File: src/hw/rtl/lae_pkg.sv
// Shared types and constants for the linear ADSR envelope.
package lae_pkg;

  localparam int LEN_W     = 8;
  localparam int CFG_IDX_W = 8;
  localparam int LEVEL_W   = 16;
  localparam int PHASE_W   = 3;
  localparam int SEG_W     = 3;

  // configuration register indexes
  localparam logic [CFG_IDX_W-1:0] CFG_ATTACK  = 8'd0;
  localparam logic [CFG_IDX_W-1:0] CFG_DECAY   = 8'd1;
  localparam logic [CFG_IDX_W-1:0] CFG_SUSTAIN = 8'd2;
  localparam logic [CFG_IDX_W-1:0] CFG_RELEASE = 8'd3;

  // segment codes (low two bits of the segment counter)
  localparam logic [1:0] SEG_ATTACK  = 2'd0;
  localparam logic [1:0] SEG_DECAY   = 2'd1;
  localparam logic [1:0] SEG_SUSTAIN = 2'd2;
  localparam logic [1:0] SEG_RELEASE = 2'd3;

  // segment counter values
  localparam logic [SEG_W-1:0] SEGCNT_LAST     = 3'd4;
  localparam logic [SEG_W-1:0] SEGCNT_FINISHED = 3'd5;

  localparam logic [PHASE_W-1:0] PHASE_FINISHED = 3'd4;
  localparam logic [PHASE_W-1:0] PHASE_RELEASE  = 3'd3;

  localparam logic [LEVEL_W-1:0] LEVEL_MAX = 16'd32768;

  typedef enum logic [2:0] {
    ST_IDLE,
    ST_DIV,
    ST_ACC,
    ST_MUL,
    ST_OUT
  } state_t;

endpackage

File: src/hw/rtl/linear_adsr_envelope.sv
// Linear four-segment ADSR envelope with a shared bit-serial step divider.
// Flow: an accepted tick runs through ST_ACC, ST_MUL and ST_OUT into the result register,
//   passing ST_DIV first when it starts an attack, decay or release segment of nonzero length
//   (ACC_FRAC_BITS - LENGTH_SHIFT + 1 = 23 quotient bits at the defaults). No new tick is taken
//   meanwhile: in_stall stays high, also while the result waits on out_stall.
// Reset (rst, synchronous): lengths return to 16, envelope state clears.
module linear_adsr_envelope #(
  parameter int LENGTH_SHIFT  = 8,
  parameter int ACC_FRAC_BITS = 30
) (
  input  logic                                 clk,
  input  logic                                 rst,
  input  logic                                 in_valid,
  output logic                                 in_stall,
  input  logic                                 start_req,
  output logic                                 out_valid,
  input  logic                                 out_stall,
  output logic [lae_pkg::LEVEL_W-1:0]          level,
  output logic [lae_pkg::LEVEL_W-1:0]          level_squared,
  output logic [lae_pkg::PHASE_W-1:0]          phase_now,
  output logic                                 done_res,
  input  logic                                 cfg_valid,
  output logic                                 cfg_ready,
  input  logic [lae_pkg::CFG_IDX_W-1:0]        cfg_index,
  input  logic [lae_pkg::LEN_W-1:0]            cfg_data
);

  localparam int LW = lae_pkg::LEN_W;
  localparam int TW = LW + LENGTH_SHIFT;             // ticks_left
  localparam int AW = ACC_FRAC_BITS + 1;             // level accumulator
  localparam int SW = ACC_FRAC_BITS + 2;             // signed step
  localparam int QW = ACC_FRAC_BITS - LENGTH_SHIFT + 1;  // quotient
  localparam int CW = $clog2(QW + 1);

  localparam logic [AW-1:0] ACC_FULL  = {1'b1, {ACC_FRAC_BITS{1'b0}}};
  localparam logic [SW-1:0] STEP_FULL = {2'b01, {ACC_FRAC_BITS{1'b0}}};
  localparam logic [SW-1:0] STEP_HALF = {3'b001, {(ACC_FRAC_BITS-1){1'b0}}};
  localparam logic [QW-1:0] DVD_FULL  = {1'b1, {(QW-1){1'b0}}};
  localparam logic [QW-1:0] DVD_HALF  = {2'b01, {(QW-2){1'b0}}};

  lae_pkg::state_t state, state_next;

  logic [LW-1:0] attack_len, decay_len, sustain_len, release_len;

  logic [lae_pkg::SEG_W-1:0] seg;
  logic [TW-1:0]             ticks;
  logic [AW-1:0]             acc;
  logic [SW-1:0]             step;

  logic [QW-1:0] dvd;
  logic [LW-1:0] rem;
  logic [LW-1:0] div_len;
  logic          div_neg;
  logic [CW-1:0] div_cnt;

  logic [lae_pkg::LEVEL_W-1:0] lvl;
  logic [lae_pkg::LEVEL_W-1:0] sq;
  logic [lae_pkg::PHASE_W-1:0] phase_r;
  logic                        done_r;

  logic in_take, out_load;
  assign in_take   = in_valid && !in_stall;
  assign out_load  = (state == lae_pkg::ST_OUT) && (!out_valid || !out_stall);
  assign cfg_ready = 1'b1;

  // configuration
  always_ff @(posedge clk) begin
    if (rst) begin
      attack_len  <= LW'(16);
      decay_len   <= LW'(16);
      sustain_len <= LW'(16);
      release_len <= LW'(16);
    end else if (cfg_valid && cfg_ready) begin
      unique case (cfg_index)
        lae_pkg::CFG_ATTACK:  attack_len  <= cfg_data;
        lae_pkg::CFG_DECAY:   decay_len   <= cfg_data;
        lae_pkg::CFG_SUSTAIN: sustain_len <= cfg_data;
        lae_pkg::CFG_RELEASE: release_len <= cfg_data;
        default: ;
      endcase
    end
  end

  // tick entry: apply start, count down, pick the next segment
  logic [lae_pkg::SEG_W-1:0] seg_a, seg_n;
  logic [TW-1:0]             tk_a, tk_d, tk_n;
  logic [AW-1:0]             acc_a;
  logic [SW-1:0]             step_a, step_n;
  logic [LW-1:0]             len_sel;
  logic                      launch;
  logic [QW-1:0]             dvd_init;
  logic                      neg_init;

  always_comb begin
    seg_a    = start_req ? '0 : seg;
    tk_a     = start_req ? '0 : ticks;
    acc_a    = start_req ? '0 : acc;
    step_a   = start_req ? '0 : step;
    seg_n    = seg_a;
    tk_n     = tk_a;
    step_n   = step_a;
    launch   = 1'b0;
    dvd_init = DVD_FULL;
    neg_init = 1'b0;
    tk_d     = (tk_a != '0) ? tk_a - TW'(1) : tk_a;
    case (seg_a[1:0])
      lae_pkg::SEG_ATTACK:  len_sel = attack_len;
      lae_pkg::SEG_DECAY:   len_sel = decay_len;
      lae_pkg::SEG_SUSTAIN: len_sel = sustain_len;
      default:              len_sel = release_len;
    endcase
    if (seg_a < lae_pkg::SEGCNT_FINISHED) begin
      tk_n = tk_d;
      if (tk_d == '0) begin
        if (seg_a < lae_pkg::SEGCNT_LAST) begin
          seg_n = seg_a + 3'd1;
          if (len_sel == '0) begin
            // zero-length segment: one tick, whole change at once
            tk_n = TW'(1);
            if (seg_a[1:0] == lae_pkg::SEG_ATTACK)       step_n = STEP_FULL;
            else if (seg_a[1:0] == lae_pkg::SEG_SUSTAIN) step_n = '0;
            else                                         step_n = -STEP_HALF;
          end else begin
            tk_n = {len_sel, {LENGTH_SHIFT{1'b0}}};
            if (seg_a[1:0] == lae_pkg::SEG_SUSTAIN) begin
              step_n = '0;
            end else begin
              launch   = 1'b1;
              dvd_init = (seg_a[1:0] == lae_pkg::SEG_ATTACK) ? DVD_FULL : DVD_HALF;
              neg_init = (seg_a[1:0] != lae_pkg::SEG_ATTACK);
            end
          end
        end else begin
          seg_n = lae_pkg::SEGCNT_FINISHED;
        end
      end
    end
  end

  // restoring divider, one quotient bit per cycle
  logic [LW:0]   rem_sh;
  logic          q_bit;
  logic [LW-1:0] rem_n;
  logic [QW-1:0] dvd_n;
  logic [SW-1:0] quot_ext;
  logic          div_last;

  always_comb begin
    rem_sh   = {rem, dvd[QW-1]};
    q_bit    = (rem_sh >= {1'b0, div_len});
    rem_n    = q_bit ? LW'(rem_sh - {1'b0, div_len}) : rem_sh[LW-1:0];
    dvd_n    = {dvd[QW-2:0], q_bit};
    quot_ext = SW'(dvd_n);
    div_last = (div_cnt == CW'(QW - 1));
  end

  // level update with clamp to [0, 1.0]
  logic signed [SW:0] sum;
  logic [AW-1:0]      acc_sum;
  logic [2*lae_pkg::LEVEL_W-1:0] prod;

  always_comb begin
    sum = $signed({2'b00, acc}) + $signed({step[SW-1], step});
    if (sum < 0)                              acc_sum = '0;
    else if (sum > $signed({2'b00, ACC_FULL})) acc_sum = ACC_FULL;
    else                                       acc_sum = sum[AW-1:0];
    prod = lvl * lvl;
  end

  // sequencer
  always_ff @(posedge clk) begin
    if (rst) state <= lae_pkg::ST_IDLE;
    else     state <= state_next;
  end

  always_comb begin
    state_next = state;
    in_stall   = (state != lae_pkg::ST_IDLE);
    unique case (state)
      lae_pkg::ST_IDLE: if (in_valid) state_next = launch ? lae_pkg::ST_DIV : lae_pkg::ST_ACC;
      lae_pkg::ST_DIV:  if (div_last) state_next = lae_pkg::ST_ACC;
      lae_pkg::ST_ACC:  state_next = lae_pkg::ST_MUL;
      lae_pkg::ST_MUL:  state_next = lae_pkg::ST_OUT;
      lae_pkg::ST_OUT:  if (out_load) state_next = lae_pkg::ST_IDLE;
      default: state_next = lae_pkg::ST_IDLE;
    endcase
  end

  // envelope state
  always_ff @(posedge clk) begin
    if (rst) begin
      seg   <= '0;
      ticks <= '0;
      acc   <= '0;
      step  <= '0;
    end else begin
      case (state)
        lae_pkg::ST_IDLE: if (in_take) begin
          seg   <= seg_n;
          ticks <= tk_n;
          acc   <= acc_a;
          step  <= step_n;
        end
        lae_pkg::ST_DIV: if (div_last) step <= div_neg ? -quot_ext : quot_ext;
        lae_pkg::ST_ACC: begin
          if (seg >= lae_pkg::SEGCNT_FINISHED) begin
            acc  <= '0;
            step <= '0;
          end else begin
            acc <= acc_sum;
          end
        end
        default: ;
      endcase
    end
  end

  // divider and per-tick working registers
  always_ff @(posedge clk) begin
    if (rst) begin
      div_cnt <= '0;
    end else if (state == lae_pkg::ST_IDLE) begin
      div_cnt <= '0;
    end else if (state == lae_pkg::ST_DIV) begin
      div_cnt <= div_cnt + CW'(1);
    end
  end

  always_ff @(posedge clk) begin
    case (state)
      lae_pkg::ST_IDLE: begin
        dvd     <= dvd_init;
        rem     <= '0;
        div_len <= len_sel;
        div_neg <= neg_init;
      end
      lae_pkg::ST_DIV: begin
        dvd <= dvd_n;
        rem <= rem_n;
      end
      lae_pkg::ST_ACC: begin
        if (seg >= lae_pkg::SEGCNT_FINISHED) begin
          lvl     <= '0;
          phase_r <= lae_pkg::PHASE_FINISHED;
          done_r  <= 1'b0;
        end else begin
          lvl     <= acc_sum[AW-1 -: lae_pkg::LEVEL_W];
          phase_r <= seg - 3'd1;
          done_r  <= (seg == lae_pkg::SEGCNT_LAST) && (ticks == TW'(1));
        end
      end
      lae_pkg::ST_MUL: sq <= prod[2*lae_pkg::LEVEL_W-2 -: lae_pkg::LEVEL_W];
      default: ;
    endcase
  end

  // result register
  always_ff @(posedge clk) begin
    if (rst) begin
      out_valid <= 1'b0;
    end else if (out_load) begin
      out_valid <= 1'b1;
    end else if (!out_stall) begin
      out_valid <= 1'b0;
    end
  end

  always_ff @(posedge clk) begin
    if (out_load) begin
      level         <= lvl;
      level_squared <= sq;
      phase_now     <= phase_r;
      done_res      <= done_r;
    end
  end

  a_level_range: assert property (@(posedge clk) disable iff (rst)
    out_valid |-> (level <= lae_pkg::LEVEL_MAX) && (level_squared <= level))
    else $error("level out of range");

  a_finished_quiet: assert property (@(posedge clk) disable iff (rst)
    out_valid && (phase_now == lae_pkg::PHASE_FINISHED) |-> (level == '0) && !done_res)
    else $error("finished result not silent");

  a_done_release: assert property (@(posedge clk) disable iff (rst)
    out_valid && done_res |-> (phase_now == lae_pkg::PHASE_RELEASE))
    else $error("done outside release");

  a_div_bound: assert property (@(posedge clk) disable iff (rst)
    (state == lae_pkg::ST_DIV) |-> (div_cnt < CW'(QW)) && (div_len != '0))
    else $error("divider ran past its bit count");

  a_load_once: assert property (@(posedge clk) disable iff (rst)
    out_load |=> (state == lae_pkg::ST_IDLE) && out_valid)
    else $error("result load did not complete the tick");

endmodule
File: config.mk
export PLATFORM = sky130hd
export DESIGN_NAME = linear_adsr_envelope
export DESIGN_NICKNAME = d
export VERILOG_FILES = /design/src/hw/rtl/lae_pkg.sv /design/src/hw/rtl/linear_adsr_envelope.sv
export SDC_FILE = /design/constraint.sdc
export NUM_CORES = 1
export LEC_CHECK = 0
export BUFFER_PORTS_ARGS = -buffer_cell sky130_fd_sc_hd__buf_2
export CORE_MARGIN = 2
export CORE_UTILIZATION = 54
export DETAILED_ROUTE_END_ITERATION = 10
export GPL_TIMING_DRIVEN = 0
export PLACE_DENSITY = 0.83
export SLEW_MARGIN = 20
export SYNTH_ARGS = -nofsm -noshare
export SYNTH_HDL_FRONTEND = slang
export SYNTH_SLANG_ARGS = --single-unit
export TNS_END_PERCENT = 50
File: constraint.sdc
create_clock -name clk -period 7.41 [get_ports clk]
set_input_delay 0.3705 -clock clk [delete_from_list [all_inputs] [get_ports clk]]
set_output_delay 0.3705 -clock clk [all_outputs]
set_load 0.01 [all_outputs]
==> metrics.cfg, run 1 <==
[outcome]
status = complete, no violations

[final_layout]
post-route-util_pct = 60.2
drive_gt1_share_pct = 7.97
layoutNonFillerInstCount = 2514
layout.nets = 2372
syn_to_final_growth_pct = 10.4
fill_cells = 2782
antenna_cells = 0

[global_route]
antenna_found_initial = 0
grt_pass1_wl_mm = 71.8
grt_pass1_vias = 14800
grt_max_degree = 36
grtUsageTotal_pct = 24.5
overflow = 0

[timing]
timing.final.crit_period_ns = 7.07
grt_setup_unrepaired = false
slew_viol_final = 0
fmax_mhz = 141
setup_viol = 0
worst-slew-pin-transition_ns = 1.15
maxSlewHeadroom_pct = 22.9
fin_skew_ns = 0.0149
finalCritPeriodShare_pct = 95.4
holdWs_ns = 0.0874
hold_violations = 0

[worst_setup_path]
worstReg2RegStart = lvl[3]
crit_fanout = 10
worst-endpoint-arrival_ns = 7.37
reg2regPathDepth = 21
setup.worst_path.start = lvl[3]
required_ns = 7.71
r2r_slack_ns = 0.34
worstSetupPathType = reg -> reg
rr_endpoint = sq[12]
cp-endpoint = sq[12]
startpoint_type = flop
crit_path_end_kind = flop

[route]
dr.pass1.iters = 5
wirelength_mm = 43.5
wire_per_inst_um = 17.3
drc = 0
avgViaCountPerCell = 5.72
vias = 14400
ant_nets = 0
drt_iter0_drc = 956

[die]
chipWidth_um = 190
ioPinCount = 61
core_um2 = 34300
initial_core_util_pct = 54.5
die_area_um2 = 36100
die_y_um = 190
rows = 68

[logic_synthesis]
synth.most_common_cell = inv_1
synth_cell_types = 80
syn_area_per_cell_um2 = 9.60
yosys_warnings = 0
synth_flop_cell = dfxtp_1
async_reset_ff_share_pct = 0
synth_edf_count = 112
yosysTopAreaCellShare_pct = 18.0
synth_area_um2 = 18700
syn-instance-count = 1947
ys_ff_latch = 235
seq_area_frac_synth_pct = 31.2
syn-num-nets = 2281
yosys-top-cells-count = inv_1, nand2_1, fa_1, ha_1, nor2_1
yosys.area.top_type = edfxtp_1
synth_area_leaders = edfxtp_1, fa_1, dfxtp_1

[job]
maxCapViolCount = 0

[min_path]
worstHoldPathType = in -> reg

[placed_design]
gp_congestion = 0.940
dp.cells = 2463
io_buffers = 58
dpl.hpwl_mm = 34.1

[cts]
cts_tree = built
root_buffer = clkbuf_16
clk_path_buf_depth = 3
clock_latency_ns = 0.56
cts-buffers-inserted = 27
clock-sinks = 235
clk_pin_slew_ns = 0.07
hold_buffers = 0
htreeDepth = 1

critical path: stages (launching register included):
cell	delay, ns
edfxtp_1	0.56
clkbuf_1	0.35
and2_1	0.28
fa_1	0.55
inv_1	0.05
fa_1	0.49
inv_1	0.06
fa_1	0.52
fa_1	0.52
fa_1	0.55
inv_1	0.05
fa_1	0.53
inv_1	0.04
ha_1	0.22
or4_1	0.55
a211oi_2	0.36
o31ai_1	0.20
a31oi_1	0.36
nor2b_1	0.11
o21a_1	0.19
o21ai_0	0.16
a21oi_1	0.09
kinds of logic after synthesis:
group,Yosys count,synth area share (%)
muxes,47,2.57
AOI/OAI and AO/OA,356,13.2
adders and majority gates,312,27.5
xor gates and xnor gates,81,3.79
buffers and inverters,357,7.33
and+or+nand+nor,558,14.5
other,1,0.0201
DFF,235,31.2
metal layers:
| metal | track usage [%] | up-vias | wire length, um |
|---|---|---|---|
| li1 | - | 6817 | - |
| met1 | 30.2 | 6969 | 17700 |
| met2 | 43.5 | 472 | 21600 |
| met3 | 3.23 | 128 | 2430 |
| met4 | 9.48 | 0 | 1810 |
| met5 | 0 | - | 0 |
registers in the layout, indices dropped and copies added (netlist names), 3 cells and up:
register and flops:
level 16, rem 8, step 32, decay_len 8, sq 16, phase_r 3
release_len 8, sustain_len 8, div_len 8, phase_now 3, div_cnt 5, attack_len 8
ticks 16, state 3, dvd 23, acc 31, level_squared 16, seg 3
lvl 16
timing repair:
action | in CTS | in global routing
buffers inserted | 0 | 2
resized for setup | 1 | 17
endpoints found under the setup margin | 3 | 5
metrics by stage:
step / setup slack (ns) / TNS [ns] / instance area (um2)
floorplan: 1.06 / 0 / 18700
global placement: 0.0142 / 0 / 19600
detailed placement: -0.0726 / -0.168 / 19600
CTS: 0.119 / 0 / 20600
global route: 0.0129 / 0 / 20600
finish: 0.343 / 0 / 20600
cell type report:
type	count	area [um2]	area share [%]
clock buffers	35	800	3.87
inverters	274	1030	4.98
repair buffers	63	364	1.76
plain buffers	82	350	1.70
well taps	455	569	2.76
clock inverters	15	176	0.854
multi-input cells	1355	11500	55.9
flip-flops and latches	235	5830	28.2
cells in the final DEF (no fill, tap or decap), types with 22 or more instances in the layout:
cell type,instances
inv_1,274
nand2_1,184
fa_1,164
ha_1,148
nor2_1,145
dfxtp_1,123
edfxtp_1,112
a21oi_1,89
buf_2,68
o21ai_0,63
clkbuf_1,59
and2_1,51
xnor2_1,45
mux2i_1,39
xor2_1,36
clkbuf_16,30
and3_1,26
a32o_1,26
nor3_1,25
a21o_1,24
o2bb2ai_1,23
nand3_1,22
worst min path at each step:
stage / startpoint / to / slack (ns) / cells after the start
after floorplan: done_r / done_res / 0.40 / 0
after global placement: sq[3] / level_squared[3] / 0.40 / 0
after detailed placement: sq[11] / level_squared[11] / 0.40 / 0
after CTS: cfg_data[4] / sustain_len[4] / 0.06 / 3
after global routing: cfg_data[5] / sustain_len[5] / 0.1 / 3
final: cfg_data[4] / sustain_len[4] / 0.09 / 3
Power of run 1 is left out: the tool's default activity adds up to more than one toggle a clock period on the data nets, which glitch-free logic cannot reach.
==> inputs of run 2 (changes only) <==
--- a/config.mk
+++ b/config.mk
@@ -10,7 +10,7 @@
 export CORE_UTILIZATION = 54
 export DETAILED_ROUTE_END_ITERATION = 10
 export GPL_TIMING_DRIVEN = 0
-export PLACE_DENSITY = 0.83
+export PLACE_DENSITY = 0.86
 export SLEW_MARGIN = 20
 export SYNTH_ARGS = -nofsm -noshare
 export SYNTH_HDL_FRONTEND = slang
==> constraint.sdc (replaced) <==
create_clock -name clk -period 6.28 [get_ports clk]
set_input_delay 0.314 -clock clk [delete_from_list [all_inputs] [get_ports clk]]
set_output_delay 0.314 -clock clk [all_outputs]
set_load 0.01 [all_outputs]
==> metrics.cfg, run 2 (synthesis gave the netlist of run 1 again) <==
[route]
avgViaCountPerCell = 5.95  ; +4.0%
vias = 15300  ; +6.5%
wirelength_mm = 50.2  ; +15%
drc = 0  ; unchanged
wire_per_inst_um = 19.5  ; +12%
ant_nets = 0  ; unchanged
drt_iter0_drc = 1400  ; +46%
dr.pass1.iters = 6  ; +1

[placed_design]
io_buffers = 58  ; unchanged
place_ws_ns = -1.27  ; -1.19 ns
gp_congestion = 0.917  ; -2.4%
postPlaceCellArea_um2 = 19600  ; about the same
dpl.hpwl_mm = 34.1  ; -0.18%

[cts]
clock_latency_ns = 0.56  ; about the same
root_buffer = clkbuf_16
htreeDepth = 1  ; unchanged
cts_tree = built
clk_path_buf_depth = 3  ; unchanged
cts-buffers-inserted = 26  ; -3.7%
clock-sinks = 235  ; unchanged
clk_pin_slew_ns = 0.06  ; about the same

[outcome]
failed_checks = negative setup slack
status = finished with violations

[final_layout]
syn_to_final_growth_pct = 15.7
post-route-util_pct = 63.1  ; +2.9 points
mostFrequentLayoutCell = inv_1
design_area_um2 = 21600  ; +4.8%
largestRegisters = step (32), acc (31), dvd (23)
largest_reg_flops = 32  ; unchanged
top_register = step
drive_gt1_share_pct = 14.7  ; +6.7 points
layout.nets = 2435  ; +2.7%
antenna_cells = 0  ; unchanged
fill_cells = 2542  ; -8.6%
multi_input_area_um2 = 11800  ; +2.7%
register_area_um2 = 5830  ; unchanged
mostFrequentLayoutCells = inv_1, nand2_1, fa_1, nor2_1, ha_1

[global_route]
overflow = 0  ; unchanged
antenna_found_initial = 0  ; unchanged
grt_pass1_wl_mm = 75.6  ; +5.2%
grt_max_degree = 34  ; -5.6%
grt_pass1_vias = 15200  ; +3.2%
grtUsageTotal_pct = 26.1  ; +1.6 points

[die]
die_area_um2 = 36100  ; unchanged
core_um2 = 34300  ; unchanged
chipWidth_um = 190  ; unchanged
die_y_um = 190  ; unchanged
rows = 68  ; unchanged
initial_core_util_pct = 54.5  ; unchanged
ioPinCount = 61  ; unchanged

[timing]
setup_viol = 6  ; +6
setup_ws_ns = -0.191  ; -0.533 ns
hold_violations = 0  ; unchanged
fmax_mhz = 155  ; +9.2%
worst-slew-pin-transition_ns = 1.08  ; -0.0710 ns
timing.final.crit_period_ns = 6.47  ; -0.597 ns
fin_skew_ns = 0.0339  ; +0.0189 ns
maxSlewHeadroom_pct = 27.2  ; +4.3 points
grt_setup_unrepaired = true
slew_viol_final = 0  ; unchanged
finalCritPeriodShare_pct = 103  ; +7.7 points

[worst_setup_path]
startpoint_type = flop
crit_path_end_kind = flop
crit_fanout = 9  ; -1
worst-endpoint-arrival_ns = 6.77  ; -0.60 ns
worstSetupPathType = reg -> reg
required_ns = 6.58  ; -1.13 ns

[min_path]
worstHoldPathType = in -> reg

[job]
maxCapViolCount = 0  ; unchanged

[run 2: final cells by class]
| cell class | instances | share of cell area, % |
|---|---|---|
| Sequential cell | 235 | 26.9 |
| Timing Repair Buffer | 129 | 4.42 |
| Buffer | 80 | 2.07 |
| Multi-Input combinational cell | 1355 | 54.8 |
| Tap cell | 455 | 2.63 |
| Inverter | 274 | 4.78 |
| Clock buffer | 38 | 4.04 |
| Clock inverter | 10 | 0.353 |
[run 2: layer usage]
layer | track usage [%] | vias up | routed length [um]
li1 | - | 6959 | -
met1 | 31.4 | 7371 | 18800
met2 | 45.7 | 743 | 24500
met3 | 4.43 | 251 | 4000
met4 | 11.7 | 0 | 2900
met5 | 0 | - | 0
[run 2: per-stage QoR]
stage	setup TNS [ns]	instances	hold WS, ns
2_1_floorplan	0	1947	0.400
3_3_place_gp	-8.53	2460	0.404
3_5_place_dp	-10.71	2463	0.405
4_1_cts	0	2551	0.00939
5_1_grt	-1.98	2576	0.0122
6_report	-0.882	2576	0.0286
[run 2: worst max-delay path: stages (launching register included)]
cell	delay, ns
edfxtp_1	0.37
buf_4	0.12
clkbuf_8	0.13
buf_6	0.15
nand2_1	0.11
fa_1	0.57
inv_2	0.05
ha_1	0.23
a21o_1	0.21
fa_1	0.55
inv_1	0.06
fa_1	0.50
inv_1	0.06
fa_1	0.51
inv_2	0.06
fa_1	0.52
inv_2	0.05
ha_4	0.25
a21o_1	0.22
a21oi_4	0.18
o21ai_4	0.08
a21oi_1	0.24
nor2b_1	0.12
o21a_1	0.20
nor2_2	0.14
o21bai_1	0.14
a211oi_1	0.32
nor2_1	0.09
[run 2: final timing paths]
| check | start | end | slack (ns) | depth (start not counted) |
|---|---|---|---|---|
| max | lvl[1] | sq[4] | -0.19 | 27 |
| min reg2reg | sq[8] | level_squared[8] | 0.42 | 0 |
| min | cfg_data[4] | decay_len[4] | 0.03 | 3 |
| max reg2reg | lvl[1] | sq[4] | -0.19 | 27 |
[run 2: timing repair]
action                                  in CTS  in global routing
resized for setup                           73                 89
endpoints found under the setup margin      13                 10
buffers inserted                            41                 29
hold buffers                                 0                  0
pin swaps                                   29                 46
Power of run 2 is left out for the same reason.
